==> src/sv/hrpc_pkg.sv <==
// Shared types, constants and helpers for the H.264 RTP parameter-set capture block.
`default_nettype none

package hrpc_pkg;

	// Store sizes, in bytes per bank
	localparam int SPS_CAPACITY = 256;
	localparam int PPS_CAPACITY = 256;
	localparam int CAP_MAX = (SPS_CAPACITY > PPS_CAPACITY) ? SPS_CAPACITY : PPS_CAPACITY;
	// Write count saturates one above the larger store
	localparam int CNT_MAX = CAP_MAX + 1;
	localparam int CNT_BITS = $clog2(CNT_MAX + 1);
	localparam int LEN_W = (CNT_BITS > 9) ? CNT_BITS : 9;
	// Two banks per store
	localparam int SPS_AW = $clog2(2 * SPS_CAPACITY);
	localparam int PPS_AW = $clog2(2 * PPS_CAPACITY);
	localparam int MEM_AW = (SPS_AW > PPS_AW) ? SPS_AW : PPS_AW;

	// Command queue between front and back
	localparam int QDEPTH = 4;
	localparam int QPW = $clog2(QDEPTH);
	localparam int QCW = $clog2(QDEPTH + 1);

	// NAL header decoding
	localparam logic [4:0] NAL_TYPE_MASK = 5'h1f;
	localparam logic [4:0] NAL_SPS = 5'd7;
	localparam logic [4:0] NAL_PPS = 5'd8;
	localparam logic [4:0] NAL_SINGLE_MAX = 5'd23;
	localparam logic [4:0] NAL_STAP_A = 5'd24;

	// Request, result and store codes
	localparam logic REQ_PAYLOAD = 1'b0;
	localparam logic REQ_READ = 1'b1;
	localparam logic SEL_SPS = 1'b0;
	localparam logic SEL_PPS = 1'b1;
	localparam logic [0:0] REG_CAPTURE_ENABLE = 1'b0;

	typedef enum logic {
		RES_REPORT = 1'b0,
		RES_READ = 1'b1
	} res_kind_t;

	typedef enum logic [2:0] {
		PH_IDLE = 3'd0,
		PH_IGNORE = 3'd1,
		PH_SINGLE = 3'd2,
		PH_LEN_HI = 3'd3,
		PH_LEN_LO = 3'd4,
		PH_BODY = 3'd5
	} phase_t;

	typedef enum logic [1:0] {
		TGT_NONE = 2'd0,
		TGT_SPS = 2'd1,
		TGT_PPS = 2'd2,
		TGT_OTHER = 2'd3
	} tgt_t;

	// One queued command: an optional store write and an optional result
	typedef struct packed {
		logic we;
		logic wsel;
		logic [MEM_AW-1:0] waddr;
		logic [7:0] wdata;
		logic res;
		res_kind_t kind;
		logic rok;
		logic rsel;
		logic [MEM_AW-1:0] raddr;
		logic [8:0] sps_len;
		logic [8:0] pps_len;
		logic apply;
	} hrpc_cmd_t;

	// Map a NAL header byte to its store
	function automatic tgt_t target_of(input logic [7:0] b);
		logic [4:0] t;
		t = b[4:0] & NAL_TYPE_MASK;
		if (t == NAL_SPS) return TGT_SPS;
		if (t == NAL_PPS) return TGT_PPS;
		return TGT_OTHER;
	endfunction

endpackage

`default_nettype wire

==> src/sv/hrpc_queue.sv <==
// Short command queue that decouples the parser from the store and output side.
`default_nettype none

module hrpc_queue import hrpc_pkg::*; (
	input wire logic clk,
	input wire logic arst_n,
	input wire logic push,
	input wire hrpc_cmd_t push_cmd,
	output logic not_full,
	input wire logic pop,
	output logic not_empty,
	output hrpc_cmd_t head
);

	hrpc_cmd_t ent_q [QDEPTH];
	logic [QPW-1:0] wr_q, rd_q;
	logic [QCW-1:0] cnt_q;

	assign not_full = (cnt_q != QCW'(QDEPTH));
	assign not_empty = (cnt_q != '0);
	assign head = ent_q[rd_q];

	// Hold entries; payload needs no reset
	always_ff @(posedge clk) begin
		if (push) ent_q[wr_q] <= push_cmd;
	end

	// Advance pointers and fill count
	always_ff @(posedge clk or negedge arst_n) begin
		if (!arst_n) begin
			wr_q <= '0;
			rd_q <= '0;
			cnt_q <= '0;
		end else begin
			if (push) wr_q <= (wr_q == QPW'(QDEPTH - 1)) ? '0 : wr_q + QPW'(1);
			if (pop) rd_q <= (rd_q == QPW'(QDEPTH - 1)) ? '0 : rd_q + QPW'(1);
			if (push && !pop) cnt_q <= cnt_q + QCW'(1);
			else if (pop && !push) cnt_q <= cnt_q - QCW'(1);
		end
	end

	a_no_overflow: assert property (@(posedge clk) disable iff (!arst_n)
		push |-> (not_full || pop)) else $error("queue push while full");
	a_no_underflow: assert property (@(posedge clk) disable iff (!arst_n)
		pop |-> not_empty) else $error("queue pop while empty");
	a_count_up: assert property (@(posedge clk) disable iff (!arst_n)
		(push && !pop) |=> (cnt_q == $past(cnt_q) + QCW'(1)))
		else $error("queue count did not advance");
	a_count_range: assert property (@(posedge clk) disable iff (!arst_n)
		cnt_q <= QCW'(QDEPTH)) else $error("queue count out of range");

endmodule

`default_nettype wire

==> config.mk <==
export PLATFORM = sky130hd
export DESIGN_NAME = hrpc_queue
export DESIGN_NICKNAME = d
export VERILOG_FILES = /design/src/sv/hrpc_pkg.sv /design/src/sv/hrpc_queue.sv
export SDC_FILE = /design/constraint.sdc
export NUM_CORES = 1
export LEC_CHECK = 0
export ABC_AREA = 1
export ABC_CLOCK_PERIOD_IN_PS = 2350
export BUFFER_PORTS_ARGS = -buffer_cell sky130_fd_sc_hd__buf_2
export CORE_ASPECT_RATIO = 1.1
export CORE_MARGIN = 5
export CORE_UTILIZATION = 58
export DETAILED_ROUTE_END_ITERATION = 6
export HOLD_SLACK_MARGIN = 0.02
export PLACE_DENSITY_LB_ADDON = 0.08
export SLEW_MARGIN = 10
export SYNTH_ARGS = -nofsm -noshare
export SYNTH_HDL_FRONTEND = slang
export SYNTH_SLANG_ARGS = --single-unit
export TNS_END_PERCENT = 20
==> constraint.sdc <==
create_clock -name clk -period 2.35 [get_ports clk]
set_clock_uncertainty 0.05 [all_clocks]
set_input_delay 0.47 -clock clk [delete_from_list [all_inputs] [get_ports clk]]
set_output_delay 0.47 -clock clk [all_outputs]
set_load 0.005 [all_outputs]
; ---- Word level (Yosys, flattened, before mapping)
; Memory sizes are Yosys's and may differ from the RTL's.
; Index checks and enable logic that the tools add are counted.
[totals]
ff_bits = 7
ramBits = 204
inputBits = 55
out_inout_bits = 53
memories = 1
[mem_list]
columns = memory, words, word_bits, read_ports, rd_ports_with_merged_regs, wr, line_no
row1 = ent_q, 4, 51, 1, 0, 1, hrpc_queue.sv:15  ; hrpc_cmd_t ent_q [QDEPTH];
[op_classes]
n_addsub = 4
eq_ne = 3
n_mux = 6
n_reduce_logical = 6
[op_table]
columns = cell, count
row1 = $mux 3, 2
row2 = $add 2x1->2 const B, 2
row3 = $eq 2x2->1 const B, 2
row4 = $mux 2, 2
row5 = $add 3x1->3 const B, 1
row6 = $ne 3x3->1 const B, 1
row7 = $reduce_bool 3->1, 1
row8 = $sub 3x1->3 const B, 1
row9 = $logic_and 1x1->1, 2
row10 = $logic_not 1->1, 2
row11 = $mux 1, 2
row12 = $reduce_bool 2->1, 1

; ---- Logic depth before layout (Yosys ltp)
[logic_depth]
word_depth = 4
ltp_mapped = 9

; ---- Least setup slack after synthesis
; Ideal clock, no wire load.
[synth_path]
path_type = register -> register
startpoint = register wr_q[0]
endpoint = memory ent_q[2][0] (netlist name) (enable)
setup_ps = 405
arrival_ps = 1657
required_ps = 1895
path_slack_ps = 238
path_stages_with_launch = 5
period_less_slack_ps = 2112
path_cell_list = dfrtp_1 -> inv_1 -> ha_1 -> nand2_1 -> inv_1
[synth_lines]
columns = item, line_no
row1 = "start, declared", hrpc_queue.sv:16  ; logic [QPW-1:0] wr_q, rd_q;
row2 = "start signal, assigned", hrpc_queue.sv:35  ; if (push) wr_q <= (wr_q == QPW'(QDEPTH - 1)) ? '0 : wr_q + QPW'(1);
row3 = "end, declared", hrpc_queue.sv:15
; No word-level cell before the write port.

==> impl_results.html <==
<table>
<tr><th>Metric</th><th>Value</th></tr>
<tr><th colspan="2">Clocking</th></tr>
<tr><td>Skew-Pair Late Insertion Delay</td><td>480 ps</td></tr>
<tr><td>Clk buf depth</td><td>3</td></tr>
<tr><td>Clock buffer count from CTS</td><td>21</td></tr>
<tr><td>H-tree level count</td><td>1</td></tr>
<tr><td>Clock tree from TritonCTS</td><td>built</td></tr>
<tr><td>Root Buffer</td><td>sky130_fd_sc_hd__clkbuf_16</td></tr>
<tr><td>Number of sinks driven by the clock tree</td><td>211</td></tr>
<tr><td>Clock Pin Slew Worst Setup and Hold Paths</td><td>60 ps</td></tr>
<tr><th colspan="2">Critical path</th></tr>
<tr><td>Critical path peak fanout</td><td>19</td></tr>
<tr><td>Data required time of the worst path</td><td>roughly 1800 ps</td></tr>
<tr><td>Capture instance of the worst register-to-register path</td><td>ent_q[0][7]</td></tr>
<tr><td>Classification of the worst setup path</td><td>register to output pin</td></tr>
<tr><td>Launch point of the worst path</td><td>rd_q[1]</td></tr>
<tr><td>Endpoint of the worst setup timing path</td><td>head[43]</td></tr>
<tr><td>Critical path capture point type</td><td>output pin</td></tr>
<tr><td>Worst reg2reg path depth</td><td>5</td></tr>
<tr><td>Worst Path Arrival</td><td>approximately 1800 ps</td></tr>
<tr><td>Critical register-to-register path startpoint</td><td>wr_q[0]</td></tr>
<tr><td>Type of element launching the critical path</td><td>register</td></tr>
<tr><td>Slack of the worst reg-to-reg path</td><td>approximately 750 ps</td></tr>
<tr><th colspan="2">Final layout</th></tr>
<tr><td>Area growth from synthesis to layout</td><td>15.4%</td></tr>
<tr><td>Multi-input logic area</td><td>2170 um^2</td></tr>
<tr><td>Post-route cell area</td><td>10700 um^2</td></tr>
<tr><td>Antenna diode count</td><td>0</td></tr>
<tr><td>Share of post-route cells with drive strength above 1</td><td>0.405</td></tr>
<tr><td>Register area</td><td>6310 um^2</td></tr>
<tr><td>Count of filler cells inserted in the layout</td><td>1089</td></tr>
<tr><td>Number of nets at the end of the flow</td><td>835</td></tr>
<tr><td>Final core area utilization</td><td>0.682</td></tr>
<tr><th colspan="2">STA</th></tr>
<tr><td>Worst slew margin relative to its limit</td><td>0.700</td></tr>
<tr><td>Peak clock frequency supported by timing</td><td>0.438 GHz</td></tr>
<tr><td>Number of hold-slack violations in the final timing report</td><td>0</td></tr>
<tr><td>Pins over their slew limit</td><td>0</td></tr>
<tr><td>Setup violators final</td><td>0</td></tr>
<tr><td>Slew @ Worst Pin</td><td>450 ps</td></tr>
<tr><td>Clock period minus worst slack</td><td>2280 ps</td></tr>
<tr><td>Final period utilization</td><td>0.971</td></tr>
<tr><td>Unrepaired setup endpoints after global routing</td><td>no</td></tr>
<tr><th colspan="2">Detailed routing</th></tr>
<tr><td>Detailed Route Iter0 Violations</td><td>about 300</td></tr>
<tr><td>Number of vias after detailed routing</td><td>5213</td></tr>
<tr><td>Routed wirelength normalized by instance count</td><td>17.9 um</td></tr>
<tr><td>Antenna Violating Nets Remaining</td><td>0</td></tr>
<tr><td>Via density per instance</td><td>roughly 5.3</td></tr>
<tr><td>DRC violation count after routing</td><td>0</td></tr>
<tr><td>Routed Wire Length</td><td>17700 um</td></tr>
<tr><td>Initial DRT Pass Iterations</td><td>4</td></tr>
<tr><th colspan="2">Worst hold path</th></tr>
<tr><td>Hold/Removal Path Class</td><td>input port to register</td></tr>
<tr><th colspan="2">Floorplan</th></tr>
<tr><td>Die footprint</td><td>18700 um^2</td></tr>
<tr><td>DIE WIDTH</td><td>around 130 um</td></tr>
<tr><td>Die boundary height</td><td>143 um</td></tr>
<tr><td>Top Ports</td><td>around 110</td></tr>
<tr><td>Initial core utilization</td><td>0.591</td></tr>
<tr><td>Count of standard-cell rows</td><td>48</td></tr>
<tr><td>Area inside the core boundary</td><td>15700 um^2</td></tr>
<tr><th colspan="2">Synth</th></tr>
<tr><td>Flip-flop cell with the highest count after synthesis</td><td>sky130_fd_sc_hd__edfxtp_1</td></tr>
<tr><td>Leading post-synthesis cells by cell area</td><td>sky130_fd_sc_hd__edfxtp_1, sky130_fd_sc_hd__o211ai_2, sky130_fd_sc_hd__nand2_1</td></tr>
<tr><td>Number of unique standard cell types used by synthesis</td><td>21</td></tr>
<tr><td>FF+latch count, synth</td><td>211</td></tr>
<tr><td>Cells after Synth</td><td>648</td></tr>
<tr><td>Post-synthesis instance area</td><td>between 9000 and 10000 um^2</td></tr>
<tr><td>Synth area leader</td><td>sky130_fd_sc_hd__edfxtp_1</td></tr>
<tr><td>Number of enable-type register cells in the synthesized netlist</td><td>204</td></tr>
<tr><td>Area share of the largest cell type after synthesis</td><td>0.659</td></tr>
<tr><td>List of most frequent post-synthesis cells</td><td>sky130_fd_sc_hd__edfxtp_1, sky130_fd_sc_hd__nand2_1, sky130_fd_sc_hd__inv_1</td></tr>
<tr><td>Share of synthesized flip-flops with an asynchronous set or reset</td><td>0.0332</td></tr>
<tr><td>Nets in the synthesized netlist</td><td>710</td></tr>
<tr><td>Portion of the post-synthesis area used by sequential elements</td><td>0.678</td></tr>
<tr><td>Warning count from the yosys run</td><td>0</td></tr>
<tr><td>Mean area per synthesized cell</td><td>roughly 14 um^2</td></tr>
<tr><td>Most frequent cell after synthesis</td><td>sky130_fd_sc_hd__edfxtp_1</td></tr>
<tr><th colspan="2">GRT</th></tr>
<tr><td>Vias in the first global route</td><td>5475</td></tr>
<tr><td>Wire length of the first global-routing pass</td><td>about 28000 um</td></tr>
<tr><td>Total congestion overflow</td><td>0</td></tr>
<tr><td>Largest net degree at the start of global routing</td><td>34</td></tr>
<tr><td>Global-route usage over all layers</td><td>0.191</td></tr>
<tr><td>Antenna violations before repair</td><td>2</td></tr>
<tr><th colspan="2">Power</th></tr>
<tr><td>Switching power</td><td>between 0.004 and 0.005 W</td></tr>
<tr><td>Overall power of the completed layout</td><td>0.0127 W</td></tr>
<tr><td>Internal Power</td><td>about 0.0085 W</td></tr>
<tr><td>Clk pwr share</td><td>0.248</td></tr>
<tr><td>Net switching share of the total power</td><td>0.333</td></tr>
<tr><td>Maximum vdd drop</td><td>854 uV</td></tr>
<tr><td>Combinational power share</td><td>0.353</td></tr>
<tr><td>Register share of total power</td><td>0.399</td></tr>
<tr><td>Leakage power</td><td>4.48 nW</td></tr>
<tr><td>Pwr per Cell Area</td><td>1180 nW/um^2</td></tr>
<tr><th colspan="2">Flow run</th></tr>
<tr><td>Maxcap violations</td><td>0</td></tr>
<tr><th colspan="2">Place</th></tr>
<tr><td>Buffers added on ports</td><td>107</td></tr>
<tr><td>Post-placement cell area</td><td>9960 um^2</td></tr>
<tr><td>Gpl congestion</td><td>0.731</td></tr>
<tr><td>Detailed placer's ending HPWL</td><td>between 10000 and 15000 um</td></tr>
<tr><th colspan="2">Run status</th></tr>
<tr><td>Result of the run</td><td>complete, no violations</td></tr>
</table>
repair_timing:
| item | CTS | global route |
|---|---|---|
| setup endpoints to repair | 39 | 47 |
| gates resized for setup | 3 | 6 |
| setup buffers | 0 | 2 |
| hold endpoints to repair | 7 | 0 |
| hold buffers | 1 | 0 |
| cloned | 2 | 2 |
how the worst min path moves through the flow:
stage | from | end | slack (ps) | cells past startpoint
6_report | push_cmd[32] | ent_q[1][32] | 150 | 1
4_1_cts | push_cmd[32] | ent_q[1][32] | 130 | 1
5_1_grt | push_cmd[32] | ent_q[1][32] | 130 | 1
2_1_floorplan | arst_n | cnt_q[0] | 120 | 0
3_3_place_gp | arst_n | cnt_q[2] | 270 | 1
3_5_place_dp | arst_n | cnt_q[2] | 270 | 1
cell usage in the layout (no fill, tap or decap), types with 5 or more instances in the layout:
cell type,instances
sky130_fd_sc_hd__buf_2,107
sky130_fd_sc_hd__buf_4,15
sky130_fd_sc_hd__clkbuf_1,6
sky130_fd_sc_hd__clkbuf_16,22
sky130_fd_sc_hd__dfrtp_1,5
sky130_fd_sc_hd__edfxtp_1,204
sky130_fd_sc_hd__ha_1,6
sky130_fd_sc_hd__inv_1,111
sky130_fd_sc_hd__nand2_1,119
sky130_fd_sc_hd__nand2_2,47
sky130_fd_sc_hd__o211ai_2,102
metrics by stage:
stage / std cells / hold slack [ps] / TNS, ps / setup WS, ps
floorplan: 648 / 124 / 0 / 238
global placement: 943 / 268 / 0 / 439
detailed placement: 943 / 274 / 0 / 380
CTS: 982 / 131 / -1170 / -81.7
global route: 986 / 130 / 0 / 3.33
finish: 986 / 147 / 0 / 69.1
flip-flops by register name (all words and copies together) (netlist names):
register  cells
cnt_q         3
ent_q       204
rd_q          2
wr_q          2
layout make-up:
| class | instances | share of cell area |
|---|---|---|
| Tap cell | 200 | 0.0233 |
| Clock buffer | 27 | 0.0511 |
| Clock inverter | 9 | 0.00851 |
| Inverter | 117 | 0.0429 |
| Multi-Input combinational cell | 287 | 0.203 |
| Timing Repair Buffer | 133 | 0.0824 |
| Timing Repair inverter | 2 | 0.00163 |
| Sequential cell | 211 | 0.588 |
critical path: stages (launching register included):
cell and delay, ps:
sky130_fd_sc_hd__dfrtp_4 510, sky130_fd_sc_hd__inv_6 170, sky130_fd_sc_hd__buf_12 220, sky130_fd_sc_hd__o211ai_2 130
sky130_fd_sc_hd__nand2_1 90, sky130_fd_sc_hd__buf_2 150
power by group through the flow:
stage / logic, W / clock network (W) / registers [W]
final: 0.00449 / 0.00315 / 0.00507
after global routing: 0.00496 / 0.00342 / 0.00512
after CTS: 0.00451 / 0.00323 / 0.00507
after detailed placement: 0.00435 / 0 / 0.00514
after global placement: 0.00423 / 0 / 0.00510
after floorplan: 0.00315 / 0 / 0.00509
routing by layer:
metal,global-route usage,wire (um),up-vias
met2,0.345,9480,94
met3,0.0393,882,18
met1,0.240,7140,2601
met4,0.0379,150,4
met5,0,14,-
li1,-,-,2496
kinds of logic after synthesis:
| logic type | synth area share |
|---|---|
| and+or+nand+nor | 0.0827 |
| AOI/OAI and AO/OA | 0.140 |
| buffers and inverters | 0.0887 |
| DFF | 0.678 |
| xor gates and xnor gates | 0.000942 |
| adders and majority gates | 0.0102 |
Power figures use the tool's default switching activity.
