## config.mk

```make
export PLATFORM = sky130hd
export DESIGN_NAME = hrpc_front
export DESIGN_NICKNAME = d
export VERILOG_FILES = /design/src/sv/hrpc_pkg.sv /design/src/sv/hrpc_front.sv
export SDC_FILE = /design/constraint.sdc
export NUM_CORES = 1
export LEC_CHECK = 0
export BUFFER_PORTS_ARGS = -buffer_cell sky130_fd_sc_hd__buf_2
export CAP_MARGIN = 20
export CORE_AREA = 4 4 93 95
export CTS_CLUSTER_DIAMETER = 30
export DETAILED_ROUTE_END_ITERATION = 7
export DIE_AREA = 0 0 97 99
export GPL_ROUTABILITY_DRIVEN = 0
export PLACE_DENSITY_LB_ADDON = 0.3
export SYNTH_ARGS = -nofsm -noshare
export SYNTH_HDL_FRONTEND = slang
export SYNTH_SLANG_ARGS = --single-unit
export TNS_END_PERCENT = 5
```

## constraint.sdc

```tcl
create_clock -name clk -period 4.2 [get_ports clk]
set_clock_uncertainty 0.15 [all_clocks]
set_input_delay 0 -clock clk [delete_from_list [all_inputs] [get_ports clk]]
set_output_delay 0 -clock clk [all_outputs]
set_load 0.02 [all_outputs]
```

## src/sv/hrpc_pkg.sv

```systemverilog
// Shared types, constants and helpers for the H.264 RTP parameter-set capture block.
`default_nettype none

package hrpc_pkg;

	// Store sizes, in bytes per bank
	localparam int SPS_CAPACITY = 256;
	localparam int PPS_CAPACITY = 256;
	localparam int CAP_MAX = (SPS_CAPACITY > PPS_CAPACITY) ? SPS_CAPACITY : PPS_CAPACITY;
	// Write count saturates one above the larger store
	localparam int CNT_MAX = CAP_MAX + 1;
	localparam int CNT_BITS = $clog2(CNT_MAX + 1);
	localparam int LEN_W = (CNT_BITS > 9) ? CNT_BITS : 9;
	// Two banks per store
	localparam int SPS_AW = $clog2(2 * SPS_CAPACITY);
	localparam int PPS_AW = $clog2(2 * PPS_CAPACITY);
	localparam int MEM_AW = (SPS_AW > PPS_AW) ? SPS_AW : PPS_AW;

	// Command queue between front and back
	localparam int QDEPTH = 4;
	localparam int QPW = $clog2(QDEPTH);
	localparam int QCW = $clog2(QDEPTH + 1);

	// NAL header decoding
	localparam logic [4:0] NAL_TYPE_MASK = 5'h1f;
	localparam logic [4:0] NAL_SPS = 5'd7;
	localparam logic [4:0] NAL_PPS = 5'd8;
	localparam logic [4:0] NAL_SINGLE_MAX = 5'd23;
	localparam logic [4:0] NAL_STAP_A = 5'd24;

	// Request, result and store codes
	localparam logic REQ_PAYLOAD = 1'b0;
	localparam logic REQ_READ = 1'b1;
	localparam logic SEL_SPS = 1'b0;
	localparam logic SEL_PPS = 1'b1;
	localparam logic [0:0] REG_CAPTURE_ENABLE = 1'b0;

	typedef enum logic {
		RES_REPORT = 1'b0,
		RES_READ = 1'b1
	} res_kind_t;

	typedef enum logic [2:0] {
		PH_IDLE = 3'd0,
		PH_IGNORE = 3'd1,
		PH_SINGLE = 3'd2,
		PH_LEN_HI = 3'd3,
		PH_LEN_LO = 3'd4,
		PH_BODY = 3'd5
	} phase_t;

	typedef enum logic [1:0] {
		TGT_NONE = 2'd0,
		TGT_SPS = 2'd1,
		TGT_PPS = 2'd2,
		TGT_OTHER = 2'd3
	} tgt_t;

	// One queued command: an optional store write and an optional result
	typedef struct packed {
		logic we;
		logic wsel;
		logic [MEM_AW-1:0] waddr;
		logic [7:0] wdata;
		logic res;
		res_kind_t kind;
		logic rok;
		logic rsel;
		logic [MEM_AW-1:0] raddr;
		logic [8:0] sps_len;
		logic [8:0] pps_len;
		logic apply;
	} hrpc_cmd_t;

	// Map a NAL header byte to its store
	function automatic tgt_t target_of(input logic [7:0] b);
		logic [4:0] t;
		t = b[4:0] & NAL_TYPE_MASK;
		if (t == NAL_SPS) return TGT_SPS;
		if (t == NAL_PPS) return TGT_PPS;
		return TGT_OTHER;
	endfunction

endpackage

`default_nettype wire

```

## src/sv/hrpc_front.sv

```systemverilog
// Front end: parses payload bytes, tracks banks and lengths, issues store and result commands.
`default_nettype none

module hrpc_front import hrpc_pkg::*; (
	input wire logic clk,
	input wire logic arst_n,
	input wire logic capture_enable,
	input wire logic in_valid,
	input wire logic in_ready,
	input wire logic req_type,
	input wire logic [7:0] data_byte,
	input wire logic first_byte,
	input wire logic last_byte,
	input wire logic source_ready,
	input wire logic read_select,
	input wire logic [7:0] read_index,
	output logic push,
	output hrpc_cmd_t cmd
);

	phase_t ph_q, ph_n;
	logic [15:0] rem_q, rem_n;
	logic [LEN_W-1:0] cnt_q, cnt_n;
	tgt_t tgt_q, tgt_n;
	logic [1:0] pbc_q, pbc_n;
	logic sps_bank_q, sps_bank_n, pps_bank_q, pps_bank_n;
	logic [LEN_W-1:0] sps_len_q, sps_len_n, pps_len_q, pps_len_n;

	logic st_do;
	tgt_t st_tgt;
	logic [LEN_W-1:0] st_idx;
	logic cm_do;
	tgt_t cm_tgt;
	logic [LEN_W-1:0] cm_n;
	logic rep_do;
	logic apply_v;
	logic accept;

	assign accept = in_valid && in_ready;

	// Next state, store and commit decisions
	always_comb begin
		logic [4:0] t;
		logic [15:0] rem_lo;
		tgt_t t2;
		t = data_byte[4:0] & NAL_TYPE_MASK;
		rem_lo = '0;
		t2 = TGT_NONE;
		ph_n = ph_q;
		rem_n = rem_q;
		cnt_n = cnt_q;
		tgt_n = tgt_q;
		pbc_n = pbc_q;
		sps_bank_n = sps_bank_q;
		pps_bank_n = pps_bank_q;
		sps_len_n = sps_len_q;
		pps_len_n = pps_len_q;
		st_do = 1'b0;
		st_tgt = TGT_NONE;
		st_idx = '0;
		cm_do = 1'b0;
		cm_tgt = TGT_NONE;
		cm_n = '0;
		rep_do = 1'b0;
		apply_v = 1'b0;
		if (req_type == REQ_PAYLOAD) begin
			if (first_byte) begin
				// Open a new payload, dropping any NAL in progress
				pbc_n = 2'd1;
				cnt_n = '0;
				rem_n = '0;
				tgt_n = TGT_NONE;
				if (!capture_enable || source_ready) begin
					ph_n = PH_IGNORE;
				end else if (t >= 5'd1 && t <= NAL_SINGLE_MAX) begin
					ph_n = PH_SINGLE;
					tgt_n = target_of(data_byte);
					st_do = 1'b1;
					st_tgt = tgt_n;
					st_idx = '0;
					cnt_n = LEN_W'(1);
				end else if (t == NAL_STAP_A) begin
					ph_n = PH_LEN_HI;
				end else begin
					ph_n = PH_IGNORE;
				end
			end else if (ph_q != PH_IDLE) begin
				if (pbc_q < 2'd2) pbc_n = pbc_q + 2'd1;
				unique case (ph_q)
					PH_SINGLE: begin
						st_do = 1'b1;
						st_tgt = tgt_q;
						st_idx = cnt_q;
						if (cnt_q < LEN_W'(CNT_MAX)) cnt_n = cnt_q + LEN_W'(1);
						if (last_byte) begin
							cm_do = 1'b1;
							cm_tgt = tgt_q;
							cm_n = cnt_n;
						end
					end
					PH_LEN_HI: begin
						rem_n = {data_byte, 8'h00};
						ph_n = PH_LEN_LO;
					end
					PH_LEN_LO: begin
						rem_lo = rem_q | {8'h00, data_byte};
						rem_n = rem_lo;
						if (rem_lo == 16'd0) begin
							ph_n = PH_IGNORE;
						end else begin
							cnt_n = '0;
							tgt_n = TGT_NONE;
							ph_n = PH_BODY;
						end
					end
					PH_BODY: begin
						t2 = (cnt_q == '0) ? target_of(data_byte) : tgt_q;
						st_do = 1'b1;
						st_tgt = t2;
						st_idx = cnt_q;
						if (cnt_q < LEN_W'(CNT_MAX)) cnt_n = cnt_q + LEN_W'(1);
						rem_n = rem_q - 16'd1;
						tgt_n = t2;
						if (rem_n == 16'd0) begin
							cm_do = 1'b1;
							cm_tgt = t2;
							cm_n = cnt_n;
							cnt_n = '0;
							tgt_n = TGT_NONE;
							ph_n = PH_LEN_HI;
						end
					end
					default: begin
					end
				endcase
			end
			// Flip the bank once a complete NAL fits its store
			if (cm_do && cm_n != '0) begin
				if (cm_tgt == TGT_SPS && cm_n <= LEN_W'(SPS_CAPACITY)) begin
					sps_bank_n = !sps_bank_q;
					sps_len_n = cm_n;
				end else if (cm_tgt == TGT_PPS && cm_n <= LEN_W'(PPS_CAPACITY)) begin
					pps_bank_n = !pps_bank_q;
					pps_len_n = cm_n;
				end
			end
			// Close the payload and report
			if (last_byte) begin
				rep_do = 1'b1;
				apply_v = capture_enable && !source_ready && (pbc_n >= 2'd2) &&
					(sps_len_n != '0) && (pps_len_n != '0);
				ph_n = PH_IDLE;
				pbc_n = '0;
				rem_n = '0;
				cnt_n = '0;
				tgt_n = TGT_NONE;
			end
		end
	end

	// Build the queued command
	always_comb begin
		cmd = '0;
		cmd.kind = RES_REPORT;
		cmd.wdata = data_byte;
		cmd.sps_len = sps_len_n[8:0];
		cmd.pps_len = pps_len_n[8:0];
		if (req_type == REQ_READ) begin
			cmd.res = 1'b1;
			cmd.kind = RES_READ;
			cmd.rsel = read_select;
			cmd.sps_len = sps_len_q[8:0];
			cmd.pps_len = pps_len_q[8:0];
			if (read_select == SEL_SPS) begin
				cmd.rok = (LEN_W'(read_index) < sps_len_q) && (32'(read_index) < SPS_CAPACITY);
				cmd.raddr = MEM_AW'(sps_bank_q ? (SPS_CAPACITY + 32'(read_index))
					: 32'(read_index));
			end else begin
				cmd.rok = (LEN_W'(read_index) < pps_len_q) && (32'(read_index) < PPS_CAPACITY);
				cmd.raddr = MEM_AW'(pps_bank_q ? (PPS_CAPACITY + 32'(read_index))
					: 32'(read_index));
			end
		end else begin
			// Store into the idle bank
			if (st_do && st_tgt == TGT_SPS && 32'(st_idx) < SPS_CAPACITY) begin
				cmd.we = 1'b1;
				cmd.wsel = SEL_SPS;
				cmd.waddr = MEM_AW'(!sps_bank_q ? (SPS_CAPACITY + 32'(st_idx)) : 32'(st_idx));
			end else if (st_do && st_tgt == TGT_PPS && 32'(st_idx) < PPS_CAPACITY) begin
				cmd.we = 1'b1;
				cmd.wsel = SEL_PPS;
				cmd.waddr = MEM_AW'(!pps_bank_q ? (PPS_CAPACITY + 32'(st_idx)) : 32'(st_idx));
			end
			cmd.res = rep_do;
			cmd.apply = apply_v;
		end
	end

	assign push = accept && (cmd.we || cmd.res);

	// Advance parse state on each accepted beat
	always_ff @(posedge clk or negedge arst_n) begin
		if (!arst_n) begin
			ph_q <= PH_IDLE;
			rem_q <= '0;
			cnt_q <= '0;
			tgt_q <= TGT_NONE;
			pbc_q <= '0;
			sps_bank_q <= 1'b0;
			pps_bank_q <= 1'b0;
			sps_len_q <= '0;
			pps_len_q <= '0;
		end else if (accept) begin
			ph_q <= ph_n;
			rem_q <= rem_n;
			cnt_q <= cnt_n;
			tgt_q <= tgt_n;
			pbc_q <= pbc_n;
			sps_bank_q <= sps_bank_n;
			pps_bank_q <= pps_bank_n;
			sps_len_q <= sps_len_n;
			pps_len_q <= pps_len_n;
		end
	end

endmodule

`default_nettype wire

```

After elaboration in Yosys (flattened, before gate mapping) --
Index checks and enable logic that the tools add are counted.
Storage, ports and cells: logic and storage cells 194, bits in registers 52
Operators by class: reductions and logical operators 39, order comparisons 9, eq/ne operators 13, bitwise gates (word level) 3, mux-type cells 116, add/sub/neg operators 5
Operators by type and width (count):
- two-way mux 9 bit | 29
- two-way mux 2 bit | 30
- two-way mux 16 bit | 3
- one-hot mux 16 bit (3 select lines) | 1
- two-way mux 1 bit | 37
- two-way mux 11 bit | 3
- logical NOT 16 bit | 2
- two-way mux 30 bit | 1
- one-hot mux 9 bit (3 select lines) | 1
- nonzero test 9 bit | 3
- AND reduction 5 bit | 4
- < comparator 8 x 9 -> 1 bit | 2
- < comparator 9 bit, second input constant | 2
- one-hot mux 9 bit (2 select lines) | 1
- bitwise OR 16 x 8 -> 16 bit | 1
- subtractor 16 x 1 -> 16 bit, second input constant | 1
- two-way mux 3 bit | 5
- logical AND 1 bit | 14
- one-hot mux 2 bit (2 select lines) | 3
- nonzero test 5 bit | 2
- adder 9 x 1 -> 9 bit, second input constant | 1
- adder 9 x 8 -> 9 bit, first input constant | 1
- adder 9 bit, first input constant | 1
- less-or-equal comparator 9 bit, second input constant | 1
- other kinds (24) | 36

Logic depth before layout (Yosys ltp) --
word-level depth 29, depth in mapped cells 13, gate-level depth less buffers 10

Worst setup path after synthesis --
OpenSTA, ideal clock, no wires.
kind flip-flop to output port, start reg rem_q[1], end out cmd[0] (netlist name), path buffers 2, arrival 3.728 ns, cell stages (with the launch flop) 12, slack 0.322 ns, required time 4.050 ns, path through dfrtp_1 > buf_6 > inv_1 > ha_1 > nor3b_1 > nand4b_1 > xor2_1 > nand3_2 > o41a_1 > or3_1 > buf_2 > a2111oi_0
RTL lines:
- start, declared | RTL line hrpc_front.sv:22 | logic [15:0] rem_q, rem_n;
- start signal, assigned | RTL line hrpc_front.sv:215 | rem_q <= rem_n;
- end, declared | RTL line hrpc_front.sv:18 | output hrpc_cmd_t cmd

==> flow_metrics.py <==
metrics = {
    "outcome": {
        "status": "complete, no violations",
    },
    "floorplan": {
        "fp.dieH_um": 99,
        "rows": 32,
        "ios": 78,
        "floorplan.initialDensity": 0.562,
        "fp.coreArea_mm2": 0.00773,
        "die_w_um": 97,
        "die-area_mm2": 0.00960,
    },
    "setup_path": {
        "arrival_ns": 3.97,
        "crit_fanout": 8,
        "crit_chain": "inv_1 -> ha_4 -> or3b_1 -> o32ai_2 -> a22o_2 -> nand3_2 -> o41a_1 -> or3_4 -> and4bb_4 -> clkbuf_4 -> mux2_2 -> buf_2",
        "cp_slowest_cell": "dfrtp_2",
        "path_class": "register to output pin",
        "critical-path-max-stage-delay_ns": 0.46,
        "cp-end-kind": "output pin",
        "crit_required_ns": 4.05,
        "cp-start-kind": "register",
    },
    "synthesis": {
        "yosys.cell_types.count": 73,
        "yosys.area.top_type_share": 0.300,
        "synth_top_flop_cell": "dfrtp_1",
        "yosysTopAreaCell": "dfrtp_1",
        "synth_seq_cells": 52,
        "ys_warn_count": 0,
        "synth_edf_count": 0,
        "syn-num-nets": 560,
        "synth.avg_cell_area_um2": 8.44,
        "synth_area_mm2": 0.00434,
        "syn_inst": 515,
        "yosysSeqAreaShare": 0.300,
        "synthArstFlopShare": 1.00,
        "netlist_top_cells_area": "dfrtp_1, mux2_2, ha_1, o21ai_0, inv_1",
    },
    "route": {
        "avgRoutedWirePerCell_um": 19.0,
        "drt-total-wl_um": 13300,
        "viasPerCell": 6.35,
        "num_vias": 4448,
        "dr.pass1.iters": 5,
        "drc": 0,
        "drtIter0Drc": 397,
        "postRouteAntennaNets": 0,
    },
    "timing": {
        "slew_violations": 0,
        "setup_viol_count_final": 0,
        "worst_slew_pin_slew_ns": 1.01,
        "tns_ns": 0,
        "max_slew_margin": 0.324,
        "period_minus_slack_ns": 4.12,
        "max_freq_mhz": 243,
        "min_period_over_period": 0.981,
        "hold_viol": 0,
        "holdWs_ns": 0.0867,
    },
    "final_layout": {
        "layout-drive-gt1-share": 0.265,
        "fin_nets": 643,
        "regArea_mm2": 0.00130,
        "area_delta_synth_final_pct": 15.8,
        "multiInputGateArea_mm2": 0.00272,
        "fill_cells": 645,
        "num_antenna_cells": 0,
    },
    "clocking": {
        "root_buffer": "clkbuf_8",
        "clkTransAtPathRegs_ns": 0.11,
        "htreeDepth": 2,
        "clk_path_buf_depth": 2,
        "clock-sinks": 52,
        "cts_buffers": 5,
        "insertion_delay_ns": 0.31,
        "tritoncts": "done",
    },
    "pwr": {
        "p_leak_nw": 2.36,
        "ir_drop_mv": 0.148,
        "powerDensity_mw_per_mm2": 259,
    },
    "global_route": {
        "grt_pass1_wl_um": 21400,
        "antenna_found_initial": 0,
        "grtUsageTotal": 0.266,
        "grt-ovfl-total": 0,
        "grt_max_degree": 53,
        "first_global_vias": 4324,
    },
    "job": {
        "maxCapViolations": 0,
    },
    "placement": {
        "dpl.hpwl_um": 9440,
        "numPortBuffers": 77,
    },
    "min_path": {
        "min_path_type": "primary input to register",
    },
}
kinds of logic after synthesis:
kind of cell / after synthesis / share of synthesized area
multiplexers: 35 / 0.0881
adder cells (fa/ha/maj): 19 / 0.0547
buffers and inverters: 69 / 0.0815
flip-flops: 52 / 0.300
AND/OR/NAND/NOR: 189 / 0.239
XOR/XNOR: 8 / 0.0161
AO/OA/AOI/OAI: 143 / 0.221
what timing repair did:
| item | 4_1_cts | 5_1_grt |
|---|---|---|
| setup buffers | 3 | 7 |
| pin swaps | 2 | 1 |
| gates resized for setup | 3 | 8 |
| hold buffers | 11 | 0 |
| hold endpoints to repair | 69 | 0 |
| setup endpoints to repair | 15 | 17 |
layer usage:
layer | up-vias | share of wire | track usage
met3 | 43 | 0.070 | 0.0460
met1 | 2127 | 0.39 | 0.326
met5 | - | 0 | 0
li1 | 2047 | - | -
met2 | 231 | 0.51 | 0.476
met4 | 0 | 0.028 | 0.0842
path summary, 6_finish.rpt:
path	end	slack (ns)	cells after the start	from
min in group asynchronous	rem_q[6]	0.17	3	arst_n
worst max-delay path	cmd[12]	0.08	12	rem_q[1]
worst min register to register	pps_bank_q	0.36	1	pps_bank_q
worst max register to register	sps_len_q[5]	0.45	10	rem_q[1]
worst min-delay path	tgt_q[0]	0.09	5	in_ready
max in group asynchronous	rem_q[0]	3.21	3	arst_n
area by class of cell:
class / count / area share
multi-input cells: 394 / 0.540
flip-flops and latches: 52 / 0.259
repair buffers: 109 / 0.131
inverters: 36 / 0.0269
well taps: 102 / 0.0254
clock buffers: 5 / 0.0137
clock inverters: 3 / 0.00373
registers in the layout, indices dropped and copies added (netlist names):
signal      count
sps_len_q       9
tgt_q           2
pps_len_q       9
sps_bank_q      1
rem_q          16
pps_bank_q      1
pbc_q           2
cnt_q           9
ph_q            3
critical path, delay by kind of cell (launching register included):
family / cells / cell delay (ns)
AND/OR/NAND/NOR: 4 / 1.29
buffers and inverters: 3 / 0.47
flip-flops: 1 / 0.46
multiplexers: 1 / 0.33
AO/OA/AOI/OAI: 3 / 0.94
adder cells (fa/ha/maj): 1 / 0.18
synth_stat cells, drive strengths merged (4+ instances only):
cell type  number
and2           18
a22oi           4
a21o           13
o31ai           6
a31oi           4
a21oi          26
or3             7
nand3          17
or2             4
nor4            7
a2111oi         5
nand4           7
nor2           36
nor3           26
nand2          35
mux2i           9
o21ai          47
nand2b          5
xor2            7
a221oi          5
ha             19
a22o            5
inv            36
nand3b          5
buf            16
dfrtp          52
clkbuf         17
mux2           26
cells in the final DEF, fill, tap and decap left out, drive strengths merged, types with 5 or more instances in the layout:
cell type / instances
nand3b: 5
nand3: 17
buf: 96
dlygate4sd3: 11
dfrtp: 52
and2: 18
nand4: 7
clkbuf: 6
nand2: 35
or3: 7
mux2: 26
inv: 36
nor2: 36
xor2: 7
nor3: 26
o31ai: 6
o21ai: 47
nand2b: 5
mux2i: 9
a21o: 13
a2111oi: 5
a221oi: 5
a22o: 5
a21oi: 26
nor4: 7
ha: 19
per-stage QoR:
stage,worst slack (ns),power (W),utilization,std cells,area [µm²]
after global placement,0.321,0.000967,0.611,672,4720
after CTS,0.0307,0.00128,0.641,694,4950
after global routing,-0.0562,0.00137,0.651,701,5030
final,0.0786,0.00130,0.651,701,5030
after floorplan,0.322,0.000856,-,515,4340
after detailed placement,0.181,0.000977,0.611,672,4720
where the power goes:
part | total [W] | internal, W | leakage [nW] | switching [W]
combinational | 0.000429 | 0.000171 | 1.62 | 0.000258
sequential | 0.000567 | 0.000527 | 0.691 | 0.0000401
clock | 0.000305 | 0.000117 | 0.0479 | 0.000188
total | 0.00130 | 0.000815 | 2.36 | 0.000487
Note: power is estimated with default switching activity, not from simulation.
